--- src/rtl/core/rrc_pkg.sv ---
// Shared types, constants and helpers for the read request coalescer.
// Used by rrc_table, rrc_seq and read_request_coalescer; no dependencies.

package rrc_pkg;

    localparam int AREA_W  = 3;
    localparam int BLOCK_W = 16;
    localparam int BYTE_W  = 16;
    localparam int END_W   = 17;
    localparam int VTYPE_W = 4;
    localparam int SIZE_W  = 3;
    localparam int SPAN_W  = 16;
    localparam int STAT_W  = 2;
    localparam int OIDX_W  = 6;

    localparam int              MAX_GROUPS_DEF = 64;
    localparam logic [SPAN_W-1:0] MAX_SPAN_RESET = 16'd200;

    localparam logic [AREA_W-1:0] AREA_UNDEF   = 3'd0;
    localparam logic [AREA_W-1:0] AREA_COUNTER = 3'd1;
    localparam logic [AREA_W-1:0] AREA_TIMER   = 3'd2;

    typedef enum logic [STAT_W-1:0] {
        STAT_PLACED = 2'd0,
        STAT_UNDEF  = 2'd1,
        STAT_FULL   = 2'd2
    } status_t;

    typedef struct packed {
        logic [AREA_W-1:0]  area;
        logic [BLOCK_W-1:0] block;
        logic [BYTE_W-1:0]  first_byte;
        logic [END_W-1:0]   end_byte;
    } entry_t;

    function automatic logic [SIZE_W-1:0] item_size(
        input logic [AREA_W-1:0]  area,
        input logic [VTYPE_W-1:0] vtype
    );
        logic [SIZE_W-1:0] sz;
        sz = 3'd0;
        if (area == AREA_COUNTER || area == AREA_TIMER) begin
            sz = 3'd2;
        end else if (vtype >= 4'd1 && vtype <= 4'd2) begin
            sz = 3'd1;
        end else if (vtype >= 4'd3 && vtype <= 4'd6) begin
            sz = 3'd2;
        end else if (vtype >= 4'd7 && vtype <= 4'd11) begin
            sz = 3'd4;
        end
        return sz;
    endfunction

endpackage

--- src/rtl/core/rrc_table.sv ---
// Group table storage: one write port and one registered read port.
// Depends on rrc_pkg for the entry layout.

module rrc_table
    import rrc_pkg::*;
#(
    parameter int MAX_GROUPS = MAX_GROUPS_DEF,
    parameter int IDX_W      = (MAX_GROUPS > 1) ? $clog2(MAX_GROUPS) : 1
) (
    input  logic             aclk,
    input  logic [IDX_W-1:0] rd_addr,
    output entry_t           rd_data,
    input  logic             wr_en,
    input  logic [IDX_W-1:0] wr_addr,
    input  entry_t           wr_data
);

    entry_t mem [MAX_GROUPS];
    entry_t rd_data_reg;

    always_ff @(posedge aclk) begin
        if (wr_en) begin
            mem[wr_addr] <= wr_data;
        end
        rd_data_reg <= mem[rd_addr];
    end

    assign rd_data = rd_data_reg;

endmodule

--- src/rtl/core/rrc_seq.sv ---
// Sequencer with the shared merge/compare unit for the coalescer.
// Depends on rrc_pkg; drives rrc_table through its read and write ports.

module rrc_seq
    import rrc_pkg::*;
#(
    parameter int MAX_GROUPS = MAX_GROUPS_DEF,
    parameter int IDX_W      = (MAX_GROUPS > 1) ? $clog2(MAX_GROUPS) : 1,
    parameter int CNT_W      = $clog2(MAX_GROUPS + 1)
) (
    input  logic                aclk,
    input  logic                aresetn,
    input  logic [SPAN_W-1:0]   max_span,
    input  logic                in_valid,
    output logic                in_ready,
    input  logic                in_first,
    input  logic [AREA_W-1:0]   in_area,
    input  logic [BLOCK_W-1:0]  in_block,
    input  logic [BYTE_W-1:0]   in_offset,
    input  logic [VTYPE_W-1:0]  in_vtype,
    output logic                out_valid,
    input  logic                out_ready,
    output status_t             out_status,
    output logic [OIDX_W-1:0]   out_index,
    output logic                out_new,
    output logic [BYTE_W-1:0]   out_start,
    output logic [END_W-1:0]    out_length,
    output logic [IDX_W-1:0]    rd_addr,
    input  entry_t              rd_data,
    output logic                wr_en,
    output logic [IDX_W-1:0]    wr_addr,
    output entry_t              wr_data
);

    typedef enum logic [3:0] {
        ST_IDLE   = 4'b0001,
        ST_SCAN   = 4'b0010,
        ST_APPEND = 4'b0100,
        ST_DONE   = 4'b1000
    } state_t;

    state_t state_reg, state_next;
    logic [CNT_W-1:0] count_reg, count_next;
    logic [CNT_W-1:0] scan_idx_reg, scan_idx_next;
    logic [IDX_W-1:0] cmp_idx_reg, cmp_idx_next;
    logic cmp_vld_reg, cmp_vld_next;

    logic [AREA_W-1:0]  area_reg, area_next;
    logic [BLOCK_W-1:0] block_reg, block_next;
    logic [BYTE_W-1:0]  offset_reg, offset_next;
    logic [END_W-1:0]   end_reg, end_next;

    status_t            res_status_reg, res_status_next;
    logic [IDX_W-1:0]   res_idx_reg, res_idx_next;
    logic               res_new_reg, res_new_next;
    logic [BYTE_W-1:0]  res_start_reg, res_start_next;
    logic [END_W-1:0]   res_len_reg, res_len_next;

    logic               m_valid_reg, m_valid_next;
    status_t            m_status_reg, m_status_next;
    logic [OIDX_W-1:0]  m_index_reg, m_index_next;
    logic               m_new_reg, m_new_next;
    logic [BYTE_W-1:0]  m_start_reg, m_start_next;
    logic [END_W-1:0]   m_len_reg, m_len_next;

    logic [CNT_W-1:0]   count_eff;
    logic               issue;
    logic [BYTE_W-1:0]  mrg_start;
    logic [END_W-1:0]   mrg_end;
    logic [END_W-1:0]   mrg_span;
    logic               match;
    logic [IDX_W+OIDX_W-1:0] idx_wide;

    assign in_ready = (state_reg == ST_IDLE);
    assign rd_addr  = scan_idx_reg[IDX_W-1:0];
    assign issue    = (scan_idx_reg < count_reg);
    assign count_eff = in_first ? '0 : count_reg;

    // shared merge and compare unit
    always_comb begin
        mrg_start = (offset_reg < rd_data.first_byte) ? offset_reg : rd_data.first_byte;
        mrg_end   = (end_reg > rd_data.end_byte) ? end_reg : rd_data.end_byte;
        mrg_span  = mrg_end - {1'b0, mrg_start};
        match     = cmp_vld_reg && (rd_data.area == area_reg)
                    && (rd_data.block == block_reg)
                    && (mrg_span < {1'b0, max_span});
    end

    assign idx_wide = {{OIDX_W{1'b0}}, res_idx_reg};

    always_comb begin
        state_next      = state_reg;
        count_next      = count_reg;
        scan_idx_next   = scan_idx_reg;
        cmp_idx_next    = cmp_idx_reg;
        cmp_vld_next    = 1'b0;
        area_next       = area_reg;
        block_next      = block_reg;
        offset_next     = offset_reg;
        end_next        = end_reg;
        res_status_next = res_status_reg;
        res_idx_next    = res_idx_reg;
        res_new_next    = res_new_reg;
        res_start_next  = res_start_reg;
        res_len_next    = res_len_reg;
        m_valid_next    = m_valid_reg;
        m_status_next   = m_status_reg;
        m_index_next    = m_index_reg;
        m_new_next      = m_new_reg;
        m_start_next    = m_start_reg;
        m_len_next      = m_len_reg;
        wr_en           = 1'b0;
        wr_addr         = cmp_idx_reg;
        wr_data         = '{area: area_reg, block: block_reg,
                            first_byte: mrg_start, end_byte: mrg_end};

        if (m_valid_reg && out_ready) begin
            m_valid_next = 1'b0;
        end

        case (state_reg)
            ST_IDLE: begin
                if (in_valid) begin
                    area_next     = in_area;
                    block_next    = in_block;
                    offset_next   = in_offset;
                    end_next      = {1'b0, in_offset}
                                    + {{(END_W-SIZE_W){1'b0}}, item_size(in_area, in_vtype)};
                    scan_idx_next = '0;
                    count_next    = count_eff;
                    if (in_area == AREA_UNDEF) begin
                        count_next      = '0;
                        res_status_next = STAT_UNDEF;
                        res_idx_next    = '0;
                        res_new_next    = 1'b0;
                        res_start_next  = '0;
                        res_len_next    = '0;
                        state_next      = ST_DONE;
                    end else if (in_area == AREA_COUNTER || in_area == AREA_TIMER
                                 || count_eff == '0) begin
                        state_next = ST_APPEND;
                    end else begin
                        state_next = ST_SCAN;
                    end
                end
            end
            ST_SCAN: begin
                if (match) begin
                    wr_en           = 1'b1;
                    res_status_next = STAT_PLACED;
                    res_idx_next    = cmp_idx_reg;
                    res_new_next    = 1'b0;
                    res_start_next  = mrg_start;
                    res_len_next    = mrg_span;
                    state_next      = ST_DONE;
                end else if (!issue) begin
                    state_next = ST_APPEND;
                end else begin
                    cmp_vld_next  = 1'b1;
                    cmp_idx_next  = scan_idx_reg[IDX_W-1:0];
                    scan_idx_next = scan_idx_reg + 1'b1;
                end
            end
            ST_APPEND: begin
                if (count_reg == CNT_W'(MAX_GROUPS)) begin
                    res_status_next = STAT_FULL;
                    res_idx_next    = '0;
                    res_new_next    = 1'b0;
                    res_start_next  = '0;
                    res_len_next    = '0;
                end else begin
                    wr_en           = 1'b1;
                    wr_addr         = count_reg[IDX_W-1:0];
                    wr_data         = '{area: area_reg, block: block_reg,
                                        first_byte: offset_reg, end_byte: end_reg};
                    count_next      = count_reg + 1'b1;
                    res_status_next = STAT_PLACED;
                    res_idx_next    = count_reg[IDX_W-1:0];
                    res_new_next    = 1'b1;
                    res_start_next  = offset_reg;
                    res_len_next    = end_reg - {1'b0, offset_reg};
                end
                state_next = ST_DONE;
            end
            ST_DONE: begin
                if (!m_valid_reg || out_ready) begin
                    m_valid_next  = 1'b1;
                    m_status_next = res_status_reg;
                    m_index_next  = idx_wide[OIDX_W-1:0];
                    m_new_next    = res_new_reg;
                    m_start_next  = res_start_reg;
                    m_len_next    = res_len_reg;
                    state_next    = ST_IDLE;
                end
            end
            default: begin
                state_next = ST_IDLE;
            end
        endcase
    end

    always_ff @(posedge aclk) begin
        if (!aresetn) begin
            state_reg   <= ST_IDLE;
            count_reg   <= '0;
            cmp_vld_reg <= 1'b0;
            m_valid_reg <= 1'b0;
        end else begin
            state_reg   <= state_next;
            count_reg   <= count_next;
            cmp_vld_reg <= cmp_vld_next;
            m_valid_reg <= m_valid_next;
        end
    end

    always_ff @(posedge aclk) begin
        scan_idx_reg   <= scan_idx_next;
        cmp_idx_reg    <= cmp_idx_next;
        area_reg       <= area_next;
        block_reg      <= block_next;
        offset_reg     <= offset_next;
        end_reg        <= end_next;
        res_status_reg <= res_status_next;
        res_idx_reg    <= res_idx_next;
        res_new_reg    <= res_new_next;
        res_start_reg  <= res_start_next;
        res_len_reg    <= res_len_next;
        m_status_reg   <= m_status_next;
        m_index_reg    <= m_index_next;
        m_new_reg      <= m_new_next;
        m_start_reg    <= m_start_next;
        m_len_reg      <= m_len_next;
    end

    assign out_valid  = m_valid_reg;
    assign out_status = m_status_reg;
    assign out_index  = m_index_reg;
    assign out_new    = m_new_reg;
    assign out_start  = m_start_reg;
    assign out_length = m_len_reg;

endmodule

--- src/rtl/core/read_request_coalescer.sv ---
// Top level of the read request coalescer: stream ports, max_span register.
// Depends on rrc_pkg, rrc_table and rrc_seq.

// Each accepted descriptor is placed into a table of up to MAX_GROUPS read
// groups: it joins the first group with equal area and block whose merged
// byte span stays below max_span, or opens a new group; counters and timers
// always open their own group. A full table gives a full status instead of a
// new group, and an undefined area gives an undefined status and empties the
// table. One result item follows every input item. The scan covers the
// groups in use after any first-of-list clear and stops at the first match;
// no scan runs for counters, timers or an empty table. It reads one table
// entry per cycle through the single read port of the group memory and runs
// it through one shared merge/compare unit. s_tready is high only while the
// sequencer is idle, so the next item is accepted in the cycle after the
// result is registered at the earliest. A finished result may wait in the
// output register meanwhile; the sequencer holds in its last step until
// that register is free. No clearing pass is needed after reset.

module read_request_coalescer
    import rrc_pkg::*;
#(
    parameter int MAX_GROUPS = MAX_GROUPS_DEF
) (
    input  logic        aclk,
    input  logic        aresetn,
    input  logic        cfg_wr_en,
    input  logic [15:0] cfg_wr_data,   // max_span
    input  logic        s_tvalid,
    output logic        s_tready,
    input  logic [39:0] s_tdata,       // area_code, block_number, byte_offset, value_type
    input  logic [0:0]  s_tuser,       // first_of_list
    output logic        m_tvalid,
    input  logic        m_tready,
    output logic [39:0] m_tdata,       // group_index, new_group, group_start, group_length
    output logic [1:0]  m_tuser        // status
);

    localparam int IDX_W = (MAX_GROUPS > 1) ? $clog2(MAX_GROUPS) : 1;
    localparam int CNT_W = $clog2(MAX_GROUPS + 1);

    logic [SPAN_W-1:0] max_span_reg;
    logic [IDX_W-1:0]  rd_addr;
    entry_t            rd_data;
    logic              wr_en;
    logic [IDX_W-1:0]  wr_addr;
    entry_t            wr_data;
    status_t           out_status;
    logic [OIDX_W-1:0] out_index;
    logic              out_new;
    logic [BYTE_W-1:0] out_start;
    logic [END_W-1:0]  out_length;

    always_ff @(posedge aclk) begin
        if (!aresetn) begin
            max_span_reg <= MAX_SPAN_RESET;
        end else if (cfg_wr_en) begin
            max_span_reg <= cfg_wr_data;
        end
    end

    rrc_table #(
        .MAX_GROUPS (MAX_GROUPS),
        .IDX_W      (IDX_W)
    ) u_table (
        .aclk    (aclk),
        .rd_addr (rd_addr),
        .rd_data (rd_data),
        .wr_en   (wr_en),
        .wr_addr (wr_addr),
        .wr_data (wr_data)
    );

    rrc_seq #(
        .MAX_GROUPS (MAX_GROUPS),
        .IDX_W      (IDX_W),
        .CNT_W      (CNT_W)
    ) u_seq (
        .aclk       (aclk),
        .aresetn    (aresetn),
        .max_span   (max_span_reg),
        .in_valid   (s_tvalid),
        .in_ready   (s_tready),
        .in_first   (s_tuser[0]),
        .in_area    (s_tdata[2:0]),
        .in_block   (s_tdata[18:3]),
        .in_offset  (s_tdata[34:19]),
        .in_vtype   (s_tdata[38:35]),
        .out_valid  (m_tvalid),
        .out_ready  (m_tready),
        .out_status (out_status),
        .out_index  (out_index),
        .out_new    (out_new),
        .out_start  (out_start),
        .out_length (out_length),
        .rd_addr    (rd_addr),
        .rd_data    (rd_data),
        .wr_en      (wr_en),
        .wr_addr    (wr_addr),
        .wr_data    (wr_data)
    );

    assign m_tuser = out_status;
    assign m_tdata = {out_length, out_start, out_new, out_index};

endmodule

--- config.mk ---
export PLATFORM = sky130hd
export DESIGN_NAME = read_request_coalescer
export DESIGN_NICKNAME = d
export VERILOG_FILES = /design/src/rtl/core/rrc_pkg.sv /design/src/rtl/core/rrc_table.sv /design/src/rtl/core/rrc_seq.sv /design/src/rtl/core/read_request_coalescer.sv
export SDC_FILE = /design/constraint.sdc
export NUM_CORES = 2
export LEC_CHECK = 0
export BUFFER_PORTS_ARGS = -buffer_cell sky130_fd_sc_hd__buf_4
export CAP_MARGIN = 10
export CORE_MARGIN = 10
export CORE_UTILIZATION = 41
export CTS_BUF_LIST = sky130_fd_sc_hd__clkbuf_4
export DETAILED_ROUTE_END_ITERATION = 8
export HOLD_SLACK_MARGIN = 0.02
export PLACE_DENSITY = 0.55
export SETUP_SLACK_MARGIN = 0.02
export SLEW_MARGIN = 20
export SYNTH_ARGS = -nofsm -noshare
export SYNTH_HDL_FRONTEND = slang
export SYNTH_SLANG_ARGS = --single-unit
--- constraint.sdc ---
create_clock -name aclk -period 28.9 [get_ports aclk]
set_clock_uncertainty 0.15 [all_clocks]
set_input_delay 5.78 -clock aclk [delete_from_list [all_inputs] [get_ports aclk]]
set_output_delay 5.78 -clock aclk [all_outputs]
set_load 0.05 [all_outputs]
==> run metrics <==
outcome=complete, no violations; data required time of the worst path=29.87 ns; critical-path maximum fanout=29; number of max-cap violations=0; Floorplan Core Area=334,000 µm²; setup repair after global routing missed its margin=no; final setup slack of the worst path=18.31 ns; drt wl/cell=32.5 µm; kind of start point of the critical path=flip-flop; Detail Route Antenna Nets=0; final wirelength=384,000 µm; number of instances in the synthesized netlist=5,787; TritonCTS buffer count=889; share of layout cells above drive strength 1=40.2%; setup violation total in the final timing report=0; Max H-tree Level=6; FF+latch count, synth=3,558; arrival time worst endpoint=11.56 ns; Boundary Pins=106; number of pins with negative max-slew slack in the final report=0; cell chosen for the clock root=sky130_fd_sc_hd__clkbuf_4; number of distinct library cells after synthesis=68; startpoint-to-endpoint class of the critical path=reg -> reg; Fin. Hold Viols=0; CTS tree=done; FP Rows=212; dominant cell type by area after synthesis=sky130_fd_sc_hd__edfxtp_1; Max Fclk=0.0944 GHz; antenna violations before repair=14; Die W=600 µm; die area=359,000 µm²; CTS sink count=3,558; number of global-route vias before repair=70,100; DIE HEIGHT=600 µm; maximum resistive drop on vdd=0.0440 mV; number of synthesized flops with an enable pin=3,477; global route overflow=0; slew at the pin closest to its max-slew limit=1.20 ns; classification of the worst-slack hold path=reg -> reg; dpl ws=18.42 ns; Port Buffers=104; maximum buffer depth of the clock tree=4; ys async rst share=0%; reported leakage power=0.0500 µW; number of fillers in the final layout=27,700; CP endpoint kind=flip-flop; number of buffers and inverters on the critical path=3; relative slew slack=19.8%; length of the first detailed-routing pass in iterations=5; clock-pin slew on the worst setup and hold paths=0.07 ns; area share of the largest cell type after synthesis=75.8%; net count reported at finish=6,915; final cell utilization of the core=47.0%; number of buffers inserted by hold repair at cts=0; weighted congestion reported at the end of routability-driven placement=0.843; Initial Utilization=41.2%; cell family contributing the most delay on the critical path=compound AO/OA/AOI/OAI gates; largest net degree at the start of global routing=131; Worst path slowest cell=sky130_fd_sc_hd__buf_4; violation count after the first detailed-route iteration=8,127; share of synthesized area occupied by flip-flops and latches=77.0%; Synthesized Nets=5,944; max reg flops=3,328; clock latency reported for the late side of the worst-skew pair=1.62 ns; vias post-DR=68,600; most used cells in the layout excluding fill and tap cells=3,477 x sky130_fd_sc_hd__edfxtp_1, 1,332 x sky130_fd_sc_hd__clkbuf_4, 1,092 x sky130_fd_sc_hd__mux4_2; post-route DRC violation count=0; signed area change from the synthesized netlist to the final layout=14.1%; post-detail-place hpwl=200,000 µm; count of buffers added by post-CTS timing repair for setup=0; Synth Area per Inst=23.8 µm²; portion of the clock cycle consumed by the worst path in the final layout=36.6%; # resized after CTS=0; delay of the slowest cell on the worst path=0.84 ns; Total Neg Setup Slack=0 ns; Synth Cell Area=138,000 µm²; warning count from the yosys run=0; Power Density=80.9 nW/µm²; post-layout minimum cycle time=10.59 ns; total global routing track utilization=21.0%; commonest non-fill, non-tap cell in the layout=sky130_fd_sc_hd__edfxtp_1; global-route wire length before repair=534,000 µm; Critical Path Most Common Cell=sky130_fd_sc_hd__ha_1; vias per cell=5.81; most area-consuming cells after synthesis=sky130_fd_sc_hd__edfxtp_1 76%, sky130_fd_sc_hd__mux4_2 18%, sky130_fd_sc_hd__dfxtp_1 1.2%; most common flop cell mapped by yosys=sky130_fd_sc_hd__edfxtp_1
==> worst register-to-register path: cells and delay by family (launching register included) <==
kind            cells  cell delay [ns]
compound gates     11             3.75
simple gates        9             2.56
buf+inv             3             1.49
fa+ha+maj           4             1.38
flops               1             0.48
xor+xnor            1             0.22
==> per-stage QoR <==
stage	cell area (µm²)	std cells	hold slack [ns]	power [µW]
6_report	157000	11800	0.247	12700
5_1_grt	157000	11800	0.247	13300
4_1_cts	157000	11800	0.245	12800
3_5_place_dp	146000	10200	0.255	8620
3_3_place_gp	145000	10200	0.254	8550
2_1_floorplan	138000	5787	0.250	7820
==> cells in the mapped netlist, drive strengths merged (7+ instances only) <==
library cell  count
and2              8
buf             129
mux4           1092
nand4            11
a21o             16
mux2             18
o21ai            38
nand2b           14
o2111ai           7
o21a             12
inv              84
dfxtp            81
clkbuf          148
nor4              8
a211oi           11
nor2b            29
edfxtp         3477
nand2            62
mux2i            44
a21oi            43
a22o              8
and3              7
a32o             20
ha               92
xor2             41
nor3b             9
nor2            119
nor3             37
o211ai           14
xnor2            25
nand3            27
==> power by group <==
| group | internal [µW] | switching [µW] |
|---|---|---|
| Combinational | 752 | 1420 |
| Sequential | 6310 | 39.9 |
| Clock | 2180 | 2000 |
| Total | 9250 | 3460 |
==> logic make-up (layout without fill, tap and decap cells) <==
group | after synthesis | after routing | synth area share, %
buffers and inverters | 362 | 1996 | 1.10
flip-flops | 3558 | 3558 | 77.0
XOR/XNOR | 66 | 66 | 0.420
AO/OA/AOI/OAI | 207 | 207 | 1.07
adder cells (fa/ha/maj) | 95 | 95 | 0.879
multiplexers | 1154 | 1154 | 18.3
AND/OR/NAND/NOR | 345 | 345 | 1.21
other | 0 | 14 | 0
==> per-layer routing <==
metal  track usage (%)  up-vias  share of wire (%)
li1                  -    27500                  -
met1              29.7    37400                 41
met2              33.3     3159                 48
met3              3.98      579                8.1
met4              6.30        4                2.7
met5                 0        -             0.0068
==> area by class of cell <==
cell class | count | area (µm²) | share of cell area [%]
Sequential cell | 3558 | 106000 | 67.5
Multi-Input combinational cell | 1867 | 31000 | 19.7
Clock buffer | 1332 | 10000 | 6.37
Tap cell | 4387 | 5490 | 3.49
Timing Repair Buffer | 357 | 2960 | 1.88
Clock inverter | 222 | 1280 | 0.814
Inverter | 85 | 322 | 0.205
Antenna cell | 14 | 35.0 | 0.0223
==> final timing paths <==
path,from,endpoint,slack (ns),cells past startpoint
worst max-delay path,u_seq.end_reg[10],u_table.mem[47][39],18.31,28
worst min-delay path,u_seq.res_start_reg[7],u_seq.out_start[7],0.25,0
worst max register to register,u_seq.end_reg[10],u_table.mem[47][39],18.31,28
worst min register to register,u_seq.res_start_reg[7],u_seq.out_start[7],0.25,0
Note: power is estimated with default switching activity, not from simulation.
